[config.mk]
export PLATFORM = sky130hd
export DESIGN_NAME = timed_tag_table
export DESIGN_NICKNAME = d
export VERILOG_FILES = /design/src/rtl/core/ttt_pkg.sv /design/src/rtl/core/timed_tag_table.sv /design/src/rtl/core/ttt_mem.sv /design/src/rtl/core/ttt_slot_eval.sv /design/src/rtl/core/ttt_ctrl.sv
export SDC_FILE = /design/constraint.sdc
export NUM_CORES = 2
export LEC_CHECK = 0
export ABC_CLOCK_PERIOD_IN_PS = 8850
export CORE_UTILIZATION = 50
export CTS_CLUSTER_SIZE = 14
export DETAILED_ROUTE_END_ITERATION = 6
export DONT_BUFFER_PORTS = 1
export PLACE_DENSITY_LB_ADDON = 0.15
export SLEW_MARGIN = 40
export SYNTH_ARGS = -nofsm -noshare
export SYNTH_HDL_FRONTEND = slang
export SYNTH_SLANG_ARGS = --single-unit
[constraint.sdc]
create_clock -name clock -period 8.85 [get_ports clock]
set_input_delay 1.77 -clock clock [delete_from_list [all_inputs] [get_ports clock]]
set_output_delay 1.77 -clock clock [all_outputs]
set_load 0.05 [all_outputs]
[src/rtl/core/ttt_pkg.sv]
// ----------------------------------------------------------------------------
// Timed tag table package
// Shared types, field layout and codes for the timed tag table.
// ----------------------------------------------------------------------------
`default_nettype none

package ttt_pkg;

   // Request field widths and their packing in the data bus.
   localparam int unsigned IN_KEY_W   = 32;
   localparam int unsigned TIME_W     = 16;
   localparam int unsigned MODE_W     = 2;
   localparam int unsigned KEY_LSB    = 0;
   localparam int unsigned DUR_LSB    = 32;
   localparam int unsigned ALIVE_BIT  = 48;
   localparam int unsigned REQ_DATA_W = 56;
   localparam int unsigned RSP_DATA_W = 8;

   typedef enum logic [1:0] {
      MODE_TAG   = 2'd0,
      MODE_QUERY = 2'd1,
      MODE_TICK  = 2'd2,
      MODE_DROP  = 2'd3
   } mode_type;

   typedef enum logic [2:0] {
      ST_DONE     = 3'd0,
      ST_UPDATED  = 3'd1,
      ST_INSERTED = 3'd2,
      ST_FULL     = 3'd3,
      ST_IGNORED  = 3'd4
   } status_type;

   typedef struct packed {
      mode_type                 mode;
      logic [IN_KEY_W-1:0]      key;
      logic signed [TIME_W-1:0] duration;
      logic                     target_alive;
   } item_type;

   typedef struct packed {
      logic       tagged_now;
      status_type status;
   } result_type;

   // Per-slot verdict from the shared evaluation unit.
   typedef struct packed {
      logic              match;
      logic              live;
      logic              longer;
      logic              keep;
      logic [TIME_W-1:0] dec_time;
   } slot_eval_type;

endpackage

`default_nettype wire

[src/rtl/core/timed_tag_table.sv]
// A tick, tag, query or drop request scans every slot of the table in turn,
// then passes the fix and finish states before its response is registered; a new request is
// taken only when the sequencer is idle again. The single memory read port visits one slot per cycle.
// A non-tick request with a zero key, or a tag on a dead target, skips the scan and is answered as ignored.
// Reset is synchronous; afterwards a clearing pass over every slot runs with req_tready low.
// ----------------------------------------------------------------------------
// Timed tag table
// Associative table of keys with signed remaining-time counts, one slot per cycle.
// ----------------------------------------------------------------------------
`default_nettype none

module timed_tag_table #(
   parameter int unsigned TABLE_DEPTH = 32,
   parameter int unsigned KEY_WIDTH   = 32
) (
   input  wire logic                            clock,
   input  wire logic                            reset,
   input  wire logic                            req_tvalid,
   output logic                                 req_tready,
   // key [31:0], duration [47:32], target_alive [48], zero fill above
   input  wire logic [ttt_pkg::REQ_DATA_W-1:0]  req_tdata,
   // mode [1:0]
   input  wire logic [ttt_pkg::MODE_W-1:0]      req_tuser,
   output logic                                 rsp_tvalid,
   input  wire logic                            rsp_tready,
   // tagged_now [0], status [3:1], zero fill above
   output logic [ttt_pkg::RSP_DATA_W-1:0]       rsp_tdata
);

   import ttt_pkg::*;

   localparam int unsigned ADDR_W = $clog2(TABLE_DEPTH);
   localparam int unsigned WORD_W = 1 + KEY_WIDTH + TIME_W;

   item_type             item;
   logic                 ctrl_idle;
   logic                 ctrl_done;
   result_type           ctrl_result;
   logic                 rsp_free;
   logic [ADDR_W-1:0]    rd_addr;
   logic [WORD_W-1:0]    rd_data;
   logic                 wr_en;
   logic [ADDR_W-1:0]    wr_addr;
   logic [WORD_W-1:0]    wr_data;
   logic [KEY_WIDTH-1:0] eval_key;
   logic [TIME_W-1:0]    eval_duration;
   slot_eval_type        verdict;

   logic                 rsp_valid_ff, rsp_valid_in;
   result_type           rsp_ff,       rsp_in;

   // Unpack the request.
   always_comb begin
      item.mode         = mode_type'(req_tuser);
      item.key          = req_tdata[KEY_LSB +: IN_KEY_W];
      item.duration     = req_tdata[DUR_LSB +: TIME_W];
      item.target_alive = req_tdata[ALIVE_BIT];
   end

   assign req_tready = ctrl_idle;
   assign rsp_free   = !rsp_valid_ff || rsp_tready;

   ttt_mem #(
      .DEPTH  (TABLE_DEPTH),
      .WIDTH  (WORD_W),
      .ADDR_W (ADDR_W)
   ) u_mem (
      .clock   (clock),
      .wr_en   (wr_en),
      .wr_addr (wr_addr),
      .wr_data (wr_data),
      .rd_addr (rd_addr),
      .rd_data (rd_data)
   );

   ttt_slot_eval #(
      .KEY_WIDTH (KEY_WIDTH),
      .WORD_W    (WORD_W)
   ) u_eval (
      .word          (rd_data),
      .item_key      (eval_key),
      .item_duration (eval_duration),
      .verdict       (verdict)
   );

   ttt_ctrl #(
      .TABLE_DEPTH (TABLE_DEPTH),
      .KEY_WIDTH   (KEY_WIDTH),
      .ADDR_W      (ADDR_W),
      .WORD_W      (WORD_W)
   ) u_ctrl (
      .clock         (clock),
      .reset         (reset),
      .start         (req_tvalid && req_tready),
      .item          (item),
      .rsp_free      (rsp_free),
      .idle          (ctrl_idle),
      .done          (ctrl_done),
      .result        (ctrl_result),
      .rd_addr       (rd_addr),
      .rd_data       (rd_data),
      .verdict       (verdict),
      .eval_key      (eval_key),
      .eval_duration (eval_duration),
      .wr_en         (wr_en),
      .wr_addr       (wr_addr),
      .wr_data       (wr_data)
   );

   // Response output register.
   always_comb begin
      rsp_valid_in = rsp_valid_ff;
      rsp_in       = rsp_ff;
      if (ctrl_done) begin
         rsp_valid_in = 1'b1;
         rsp_in       = ctrl_result;
      end else if (rsp_tready) begin
         rsp_valid_in = 1'b0;
      end
   end

   always_ff @(posedge clock) begin
      if (reset) begin
         rsp_valid_ff <= 1'b0;
      end else begin
         rsp_valid_ff <= rsp_valid_in;
      end
   end

   always_ff @(posedge clock) begin
      rsp_ff <= rsp_in;
   end

   assign rsp_tvalid = rsp_valid_ff;
   assign rsp_tdata  = RSP_DATA_W'({rsp_ff.status, rsp_ff.tagged_now});

endmodule

`default_nettype wire

[src/rtl/core/ttt_mem.sv]
// ----------------------------------------------------------------------------
// Timed tag table slot memory
// One write port and one read port with registered read data.
// ----------------------------------------------------------------------------
`default_nettype none

module ttt_mem #(
   parameter int unsigned DEPTH  = 32,
   parameter int unsigned WIDTH  = 49,
   parameter int unsigned ADDR_W = $clog2(DEPTH)
) (
   input  wire logic              clock,
   input  wire logic              wr_en,
   input  wire logic [ADDR_W-1:0] wr_addr,
   input  wire logic [WIDTH-1:0]  wr_data,
   input  wire logic [ADDR_W-1:0] rd_addr,
   output logic      [WIDTH-1:0]  rd_data
);

   logic [WIDTH-1:0] mem_ff [DEPTH];

   // Write port.
   always_ff @(posedge clock) begin
      if (wr_en) begin
         mem_ff[wr_addr] <= wr_data;
      end
   end

   // Registered read port.
   always_ff @(posedge clock) begin
      rd_data <= mem_ff[rd_addr];
   end

endmodule

`default_nettype wire

[src/rtl/core/ttt_slot_eval.sv]
// ----------------------------------------------------------------------------
// Timed tag table slot evaluation unit
// Key compare, time compare and tick decrement for the slot being scanned.
// ----------------------------------------------------------------------------
`default_nettype none

module ttt_slot_eval #(
   parameter int unsigned KEY_WIDTH = 32,
   parameter int unsigned WORD_W    = 1 + KEY_WIDTH + ttt_pkg::TIME_W
) (
   input  wire logic [WORD_W-1:0]            word,
   input  wire logic [KEY_WIDTH-1:0]         item_key,
   input  wire logic [ttt_pkg::TIME_W-1:0]   item_duration,
   output ttt_pkg::slot_eval_type            verdict
);

   import ttt_pkg::*;

   logic                     slot_valid;
   logic [KEY_WIDTH-1:0]     slot_key;
   logic signed [TIME_W-1:0] slot_time;
   logic signed [TIME_W-1:0] dur_s;
   logic signed [TIME_W:0]   dec;

   // Unpack the slot word: valid on top, then key, time in the low bits.
   assign slot_valid = word[WORD_W-1];
   assign slot_key   = word[TIME_W +: KEY_WIDTH];
   assign slot_time  = word[TIME_W-1:0];
   assign dur_s      = item_duration;

   // Decrement one bit wider so the most negative time does not wrap.
   assign dec = {slot_time[TIME_W-1], slot_time} - (TIME_W+1)'(1);

   always_comb begin
      verdict.match    = slot_valid && (slot_key == item_key);
      verdict.live     = verdict.match && (slot_time > $signed(TIME_W'(0)));
      verdict.longer   = dur_s > slot_time;
      verdict.keep     = slot_valid && !dec[TIME_W] && (dec != '0);
      verdict.dec_time = dec[TIME_W-1:0];
   end

endmodule

`default_nettype wire

[src/rtl/core/ttt_ctrl.sv]
// ----------------------------------------------------------------------------
// Timed tag table sequencer
// Clears the table after reset, then scans every slot once per request that is not ignored.
// ----------------------------------------------------------------------------
`default_nettype none

module ttt_ctrl #(
   parameter int unsigned TABLE_DEPTH = 32,
   parameter int unsigned KEY_WIDTH   = 32,
   parameter int unsigned ADDR_W      = $clog2(TABLE_DEPTH),
   parameter int unsigned WORD_W      = 1 + KEY_WIDTH + ttt_pkg::TIME_W
) (
   input  wire logic                       clock,
   input  wire logic                       reset,
   input  wire logic                       start,
   input  wire ttt_pkg::item_type          item,
   input  wire logic                       rsp_free,
   output logic                            idle,
   output logic                            done,
   output ttt_pkg::result_type             result,
   output logic [ADDR_W-1:0]               rd_addr,
   input  wire logic [WORD_W-1:0]          rd_data,
   input  wire ttt_pkg::slot_eval_type     verdict,
   output logic [KEY_WIDTH-1:0]            eval_key,
   output logic [ttt_pkg::TIME_W-1:0]      eval_duration,
   output logic                            wr_en,
   output logic [ADDR_W-1:0]               wr_addr,
   output logic [WORD_W-1:0]               wr_data
);

   import ttt_pkg::*;

   localparam int unsigned CNT_W    = $clog2(TABLE_DEPTH + 1);
   localparam int unsigned KEY_IN_W = (KEY_WIDTH < IN_KEY_W) ? KEY_WIDTH : IN_KEY_W;

   typedef enum logic [2:0] {
      S_CLEAR,
      S_IDLE,
      S_SCAN,
      S_FIX,
      S_FINISH
   } state_type;

   state_type                 state_ff,      state_in;
   logic [CNT_W-1:0]          cnt_ff,        cnt_in;
   logic                      proc_vld_ff,   proc_vld_in;
   logic [ADDR_W-1:0]         proc_idx_ff,   proc_idx_in;
   mode_type                  mode_ff,       mode_in;
   logic [KEY_WIDTH-1:0]      key_ff,        key_in;
   logic [TIME_W-1:0]         dur_ff,        dur_in;
   logic                      hit_found_ff,  hit_found_in;
   logic [ADDR_W-1:0]         hit_idx_ff,    hit_idx_in;
   logic                      hit_longer_ff, hit_longer_in;
   logic                      free_found_ff, free_found_in;
   logic [ADDR_W-1:0]         free_idx_ff,   free_idx_in;
   logic                      tagged_ff,     tagged_in;
   status_type                status_ff,     status_in;

   logic [KEY_WIDTH-1:0]      key_eff;
   logic                      scan_end;

   // Only the low key bits that fit the table take part.
   always_comb begin
      key_eff = '0;
      key_eff[KEY_IN_W-1:0] = item.key[KEY_IN_W-1:0];
   end

   assign scan_end = (cnt_ff == CNT_W'(TABLE_DEPTH));

   // Read address walks the slots; held at zero once the scan count is spent.
   assign rd_addr = scan_end ? '0 : cnt_ff[ADDR_W-1:0];

   assign eval_key      = key_ff;
   assign eval_duration = dur_ff;

   assign idle   = (state_ff == S_IDLE);
   assign done   = (state_ff == S_FINISH) && rsp_free;
   assign result = '{tagged_now: tagged_ff, status: status_ff};

   // Memory write port: clearing pass, per-slot write-back, final tag write.
   always_comb begin
      wr_en   = 1'b0;
      wr_addr = proc_idx_ff;
      wr_data = {1'b0, rd_data[WORD_W-2:0]};
      case (state_ff)
         S_CLEAR: begin
            wr_en   = 1'b1;
            wr_addr = cnt_ff[ADDR_W-1:0];
            wr_data = '0;
         end
         S_SCAN: begin
            if (proc_vld_ff && mode_ff == MODE_TICK) begin
               wr_en   = rd_data[WORD_W-1];
               wr_data = {verdict.keep, rd_data[TIME_W +: KEY_WIDTH], verdict.dec_time};
            end else if (proc_vld_ff && mode_ff == MODE_DROP) begin
               wr_en = verdict.match;
            end
         end
         S_FIX: begin
            wr_data = {1'b1, key_ff, dur_ff};
            if (mode_ff == MODE_TAG) begin
               if (hit_found_ff) begin
                  wr_en   = hit_longer_ff;
                  wr_addr = hit_idx_ff;
               end else begin
                  wr_en   = free_found_ff;
                  wr_addr = free_idx_ff;
               end
            end
         end
         default: begin
            wr_en = 1'b0;
         end
      endcase
   end

   // Sequencer next-state logic.
   always_comb begin
      state_in      = state_ff;
      cnt_in        = cnt_ff;
      proc_vld_in   = 1'b0;
      proc_idx_in   = rd_addr;
      mode_in       = mode_ff;
      key_in        = key_ff;
      dur_in        = dur_ff;
      hit_found_in  = hit_found_ff;
      hit_idx_in    = hit_idx_ff;
      hit_longer_in = hit_longer_ff;
      free_found_in = free_found_ff;
      free_idx_in   = free_idx_ff;
      tagged_in     = tagged_ff;
      status_in     = status_ff;
      case (state_ff)
         S_CLEAR: begin
            cnt_in = cnt_ff + CNT_W'(1);
            if (cnt_ff == CNT_W'(TABLE_DEPTH - 1)) begin
               state_in = S_IDLE;
            end
         end
         S_IDLE: begin
            if (start) begin
               mode_in       = item.mode;
               key_in        = key_eff;
               dur_in        = item.duration;
               cnt_in        = '0;
               hit_found_in  = 1'b0;
               free_found_in = 1'b0;
               hit_longer_in = 1'b0;
               tagged_in     = 1'b0;
               status_in     = ST_DONE;
               // A zero key outside a tick, or a tag on a dead target, skips the scan.
               if ((item.mode != MODE_TICK && key_eff == '0) ||
                   (item.mode == MODE_TAG && !item.target_alive)) begin
                  status_in = ST_IGNORED;
                  state_in  = S_FINISH;
               end else begin
                  state_in = S_SCAN;
               end
            end
         end
         S_SCAN: begin
            proc_vld_in = !scan_end;
            if (!scan_end) begin
               cnt_in = cnt_ff + CNT_W'(1);
            end
            if (proc_vld_ff) begin
               if (mode_ff == MODE_QUERY && verdict.live) begin
                  tagged_in = 1'b1;
               end
               // Tags remember the first matching slot and the first free slot.
               if (mode_ff == MODE_TAG) begin
                  if (verdict.match && !hit_found_ff) begin
                     hit_found_in  = 1'b1;
                     hit_idx_in    = proc_idx_ff;
                     hit_longer_in = verdict.longer;
                  end
                  if (!rd_data[WORD_W-1] && !free_found_ff) begin
                     free_found_in = 1'b1;
                     free_idx_in   = proc_idx_ff;
                  end
               end
            end
            if (scan_end) begin
               state_in = S_FIX;
            end
         end
         S_FIX: begin
            if (mode_ff == MODE_TAG) begin
               if (hit_found_ff) begin
                  status_in = ST_UPDATED;
               end else if (free_found_ff) begin
                  status_in = ST_INSERTED;
               end else begin
                  status_in = ST_FULL;
               end
            end
            state_in = S_FINISH;
         end
         S_FINISH: begin
            if (rsp_free) begin
               state_in = S_IDLE;
            end
         end
         default: begin
            state_in = S_IDLE;
         end
      endcase
   end

   // Control state with reset.
   always_ff @(posedge clock) begin
      if (reset) begin
         state_ff    <= S_CLEAR;
         cnt_ff      <= '0;
         proc_vld_ff <= 1'b0;
      end else begin
         state_ff    <= state_in;
         cnt_ff      <= cnt_in;
         proc_vld_ff <= proc_vld_in;
      end
   end

   // Request and scan payload registers.
   always_ff @(posedge clock) begin
      proc_idx_ff   <= proc_idx_in;
      mode_ff       <= mode_in;
      key_ff        <= key_in;
      dur_ff        <= dur_in;
      hit_found_ff  <= hit_found_in;
      hit_idx_ff    <= hit_idx_in;
      hit_longer_ff <= hit_longer_in;
      free_found_ff <= free_found_in;
      free_idx_ff   <= free_idx_in;
      tagged_ff     <= tagged_in;
      status_ff     <= status_in;
   end

endmodule

`default_nettype wire
# Yosys cells after proc, flatten, opt, wreduce, memory -nomap -nowiden
# Memory sizes are Yosys's and may differ from the RTL's. A register that Yosys moved wholly into a read port is not among the register bits.
# Index checks and enable logic that the tools add are counted.
# op_classes
n_bitwise,1
eq_ne,22
addsub,2
n_reduce_logical,41
muxes,46
magnitude_cmp,2
# ops
cell,count
case mux 49 bit (3 select lines),1
two-way mux 49 bit,1
== test 32 bit,1
logical NOT 32 bit,1
two-way mux 3 bit,9
two-way mux 1 bit,21
inequality test 2 x 1 -> 1 bit (second input constant),10
case mux 6 bit (3 select lines),1
nonzero test 17 bit,1
subtractor 16 x 2 -> 17 bit (second input constant),1
greater-than comparator 16 x 1 -> 1 bit (second input constant),1
greater-than comparator 16 bit,1
AND reduction 4 bit,4
two-way mux 5 bit,3
case mux 3 bit (5 select lines),1
logical AND 1 bit,13
two-way mux 6 bit,2
case mux 5 bit (2 select lines),1
AND reduction 5 bit,2
case mux 1 bit (2 select lines),4
logical NOT 1 bit,7
adder 6 x 1 -> 6 bit (second input constant),1
== test 3 x 2 -> 1 bit (second input constant),2
== test 6 x 5 -> 1 bit (second input constant),1
other kinds (17),24
# totals
n_memories,1
register_bits,87
inputBits,62
mem_bits_rw,1568
word_cells,132
# mem_list
memory,words,width,read_ports,rd_ports_with_merged_regs,write_ports,line_no,rtl
u_mem.mem_ff,32,49,1,1,1,ttt_mem.sv:20,logic [WIDTH-1:0] mem_ff [DEPTH];

# Depth between registers and ports, before layout
# logic_depth
depth_word,7
mapped_depth,14
ltp_nobuf,8

# By module
# Synthesis repeated with hierarchy kept, for this count alone.
# hier_totals
cells_unflattened,3922
hier_area_um2,67015.5
# by_module_without_submodules
module,n_inst,cells_per_inst,seq_area_each_um2,area_per_inst_um2
ttt_mem,1,3434,48066.1,61854.3
ttt_ctrl,1,308,2312.2,3731.1
ttt_slot_eval,1,166,0.0,1223.7
timed_tag_table,1,14,140.1,206.4

# Worst setup path before layout
# OpenSTA, ideal clock, no wires.
# synth_timing
path_kind,register to register
startpoint,"register u_ctrl.key_ff[11], in the netlist u_ctrl.eval_key[11]"
endpoint,"memory u_mem.mem_ff[21][0], enable pin"
arrival_ns,6.416
setup_ns,0.577
path_stages_with_launch,7
slack_ns,1.857
n_path_buf,0
cell_sequence,edfxtp_1 -> xnor2_1 -> o211ai_1 -> or4_4 -> nor4_4 -> a21oi_2 -> nor4_1
# synth_between
elab_chain_len,7
# synth_lines
item,line_no,rtl
from (decl),ttt_ctrl.sv:49,"logic [KEY_WIDTH-1:0] key_ff, key_in;"
from (signal assigned),ttt_ctrl.sv:227,key_ff <= key_in;
== test 32 bit,ttt_slot_eval.sv:35,verdict.match = slot_valid && (slot_key == item_key);
logical AND 1 bit,ttt_slot_eval.sv:35,
two-way mux 1 bit,ttt_ctrl.sv:95,end else if (proc_vld_ff && mode_ff == MODE_DROP) begin
two-way mux 1 bit,ttt_ctrl.sv:92,if (proc_vld_ff && mode_ff == MODE_TICK) begin
case mux 1 bit (3 select lines),ttt_ctrl.sv:85,case (state_ff)
two-way mux 1 bit,ttt_mem.sv:24,if (wr_en) begin
two-way mux 1 bit (implied by the code),ttt_mem.sv:25,mem_ff[wr_addr] <= wr_data;
to (decl),ttt_mem.sv:20,
# Every way passes these cells.

# Final worst setup path
# layout_timing
startpoint,register u_ctrl.state_ff[0]
endpoint,"memory u_mem.mem_ff[4][15], enable pin"
# layout_between
elab_chain_len,4
# layout_lines
item,line_no,rtl
from (decl),ttt_ctrl.sv:44,"state_type state_ff, state_in;"
from (signal assigned),ttt_ctrl.sv:217,state_ff <= state_in;
== test 3 x 2 -> 1 bit / logical NOT 3 bit (equally long branches),ttt_ctrl.sv:85,
case mux 1 bit (3 select lines),ttt_ctrl.sv:85,
two-way mux 1 bit,ttt_mem.sv:24,
two-way mux 1 bit (implied by the code),ttt_mem.sv:25,
# Parallel ways exist; a longest one is shown, timed or not.

==> summary.md <==
| Metric | Value |
|---|---|
| Worst Clk Skew | `around 0.036 ns` |
| Fin nets | `4165` |
| Crit-path slowest cell | `a221oi_2` |
| Final setup violation count | `0` |
| Setup ws final | `3.98 ns` |
| Clock root buffer | `clkbuf_16` |
| Placement Rows | `134` |
| Router iterations before antenna repair | `6` |
| Largest net degree at the start of global routing | `102` |
| CP arrival | `5.27 ns` |
| EDFF count, synth | `1639` |
| CP Launch Type | `flip-flop` |
| Dpl ws | `approximately 4.1 ns` |
| Register-to-register setup slack | `3.98 ns` |
| Antenna violations before repair | `1` |
| PostCTS Resize Cnt | `0` |
| Vias | `approximately 39000` |
| Core Area | `133000 um^2` |
| Total Routing Usage GR | `28.7%` |
| VDD IR max | `235 uV` |
| R2R depth | `9` |
| Final ANT Viol Nets | `0` |
| Sink Count | `1704` |
| Remaining DRCs | `0` |
| Total wire length | `197 mm` |
| Crit end category | `flip-flop` |
| Yosys warnings | `0` |
| Wire length per cell | `~33 um` |
| Die Width | `369 um` |
| Critical Path RT | `9.25 ns` |
| Crit Path Max Fanout | `49` |
| Die Span Y | `369 um` |
| WHS | `approximately 0.42 ns` |
| RSZ-0062 raised after global routing | `no` |
| Die ar. | `136000 um^2` |
| Hold depth | `0` |
| CP peak stage delay | `around 0.76 ns` |
| Detailed placement HPWL | `98.0 mm` |
| Post-synthesis sequential area ratio | `75.1%` |
| Hold Path End | `rsp_tdata[1]` |
| Vias/cell | `~6.5` |
| Final hold vios | `0` |
| Syn avg cell area | `16.6 um^2` |
| Synthesized area | `67200 um^2` |
| Clock-pin slew on the worst setup and hold paths | `~0.06 ns` |
| Delay-heaviest family, CP | `buffers and inverters` |
| P per Cell Area | `228 nW/um^2` |
| Leakage power | `23.8 nW` |
| Max_cap viols | `0` |
| Worst reg2reg startpoint | `u_ctrl.state_ff[0]` |
| Slew headroom | `38.4%` |
| Cell chain of the critical path | `and3b_2, buf_6, a21oi_2, a221oi_2, and2b_1, nand2_1, nor2_4, buf_8, buf_4` |
| Syn Inst Count | `4059` |
| Setup Buffers After CTS | `0` |
| Final Max Tran Viols | `0` |
| Min-Delay Path Class | `reg -> reg` |
| Initial DRC count | `approximately 5000` |
| Routability-driven placement congestion ratio | `0.872` |
| Hold_sp | `u_ctrl.status_ff[0]` |
| Post-synth top flop | `edfxtp_1` |
| WP buf/inv | `3` |
| CTS Hold Bufs | `0` |
| Remaining Overflow, GRT | `0` |
| Count of cell types in the netlist | `between 70 and 80` |
| I/O pins | `72` |
| Post-route setup TNS | `0 ns` |
| Asr flop ratio synth | `0%` |
| Count of state elements after synthesis | `1704` |
| Status | `finished clean` |
| Fill count | `10300` |
| Share of cells above drive strength 1 | `15.9%` |
| Wire length of the first global-routing pass | `roughly 270 mm` |
| H-tree levels | `4` |
| Area Overhead vs Synth | `12.2%` |
| R2R Path End | `u_mem.mem_ff[4][15]` |
| Initial core utilization | `50.4%` |
| Vias in the first global route | `36800` |
| Fmax | `0.205 GHz` |
| Worst-skew pair later-pin latency | `0.81 ns` |
| CP Class | `reg -> reg` |
| Min Tclk post-route | `roughly 4.9 ns` |
| I/O Buffers | `0` |
| CTS tree | `built` |
| TritonCTS buffer count | `173` |
| Final Cycle Share | `55.0%` |
| Measured slew at the worst slew-check pin | `roughly 0.92 ns` |
| Clock buffer depth | `3` |
[synthesized netlist by cell type (3+ instances only)]
cell         n  area, um^2
a22o_1      31         272
nor2b_1      7        43.8
buf_6       10         113
and3_1       7        43.8
clkbuf_1   178         668
a221o_1     11         110
nand2b_1     8        50.1
nand4_1      9        56.3
or2_1        4        25.0
o221ai_1   146        1280
nor3b_1     12        90.1
nor3_1      31         155
inv_1       28         105
o221a_2     48         541
nor2_1     146         548
mux2i_1    447        4470
a31oi_1     53         332
a21oi_1    161         806
mux2_2     147        1660
o32a_1      48         480
o31ai_1     52         390
o21ai_0    125         626
xnor2_1      8        70.1
buf_2       42         210
a32oi_1      3        26.3
and2_1       6        37.5
buf_1       22        82.6
o211ai_1     4        30.0
or3_1        4        25.0
o31a_1      48         420
ha_1        21         263
nand2_1    211         792
dfxtp_1     65        1300
or2_2        3        18.8
edfxtp_1  1639       49200
o22ai_1    100         626
xor2_1      27         236
nor4_1      19         119
nand3_1     61         305
buf_4       21         158
[kinds of logic (layout without fill, tap and decap cells)]
family                     Yosys count  in the layout  synth area share (%)
and+or+nand+nor                    545            545                  3.74
buffers and inverters              303            467                  2.00
DFF                               1704           1704                  75.1
adders and majority gates           21             21                 0.391
AOI/OAI and AO/OA                  856            856                  9.17
other                                1              5               0.00558
xor gates and xnor gates            35             35                 0.456
muxes                              594            594                  9.12
[layout make-up]
class,instances,area (um^2),area share [%]
Multi-Input combinational cell,2055,15900,21.0
Antenna cell,1,2.50,0.00332
Inverter,30,119,0.158
Timing Repair Buffer,118,1250,1.66
Clock buffer,232,4760,6.31
Tap cell,1768,2210,2.93
Clock inverter,87,726,0.962
Sequential cell,1704,50500,67.0
[metal layers]
metal	share of wire (%)	up-vias	global-route usage, %
li1	-	16300	-
met1	42	20100	41.3
met2	46	2028	44.5
met3	8.8	345	4.69
met4	3.3	0	10.1
met5	0	-	0
[where the power goes]
group	internal [mW]	total (mW)	leakage [nW]	switching (mW)
Combinational	0.388	1.15	6.59	0.760
Sequential	8.88	9.00	14.5	0.118
Clock	4.02	7.09	2.67	3.07
Total	13.3	17.2	23.8	3.95
[registers in the layout, indices dropped and copies added (netlist names), 2 cells and up]
signal and flops:
u_ctrl.free_idx_ff 5, u_ctrl.eval_duration 16, rsp_tdata 4, u_ctrl.cnt_ff 6, u_ctrl.status_ff 3, u_ctrl.mode_ff 2, u_ctrl.hit_idx_ff 5, u_ctrl.proc_idx_ff 5
u_ctrl.state_ff 3, u_ctrl.eval_key 32, u_mem.rd_data 49, u_mem.mem_ff 1568
[through the flow]
step           utilization (%)  cell area [um^2]  power [mW]  std cells
2_1_floorplan                -             67300        9.84       4062
6_report                  56.5             75500        17.2       5995
5_1_grt                   56.5             75500        17.7       5994
3_3_place_gp              52.0             69400        10.3       5658
4_1_cts                   56.5             75400        17.3       5992
3_5_place_dp              52.4             69900        10.3       5673
[worst max path at each step]
stage          slack [ns]             endpoint  cells after the start           startpoint
6_report             3.98  u_mem.mem_ff[4][15]                      9   u_ctrl.state_ff[0]
5_1_grt              3.84  u_mem.mem_ff[4][15]                      9   u_ctrl.state_ff[0]
4_1_cts              4.10     u_mem.rd_data[2]                      9     u_ctrl.cnt_ff[1]
3_5_place_dp         4.10     u_mem.rd_data[2]                      9     u_ctrl.cnt_ff[1]
3_3_place_gp         3.72  u_mem.mem_ff[4][19]                      8   u_ctrl.state_ff[0]
2_1_floorplan        1.86  u_mem.mem_ff[21][0]                      6  u_ctrl.eval_key[11]
[cell usage in the layout (no fill, tap or decap), drive strengths merged, types with 12 or more instances in the layout]
cell       n
a22o      31
o221ai   146
clkinv    68
dfxtp     65
o221a     48
inv       36
xor2      27
ha        21
nor3      34
mux2     147
nand2    211
mux2i    447
o22ai    100
o31a      48
a21oi    163
buf      118
nand3     61
o31ai     52
edfxtp  1639
clkbuf   232
nor3b     12
o21ai    126
nor4      22
nor2     147
a31oi     53
o32a      48
Note: power is estimated with default switching activity, not from simulation.
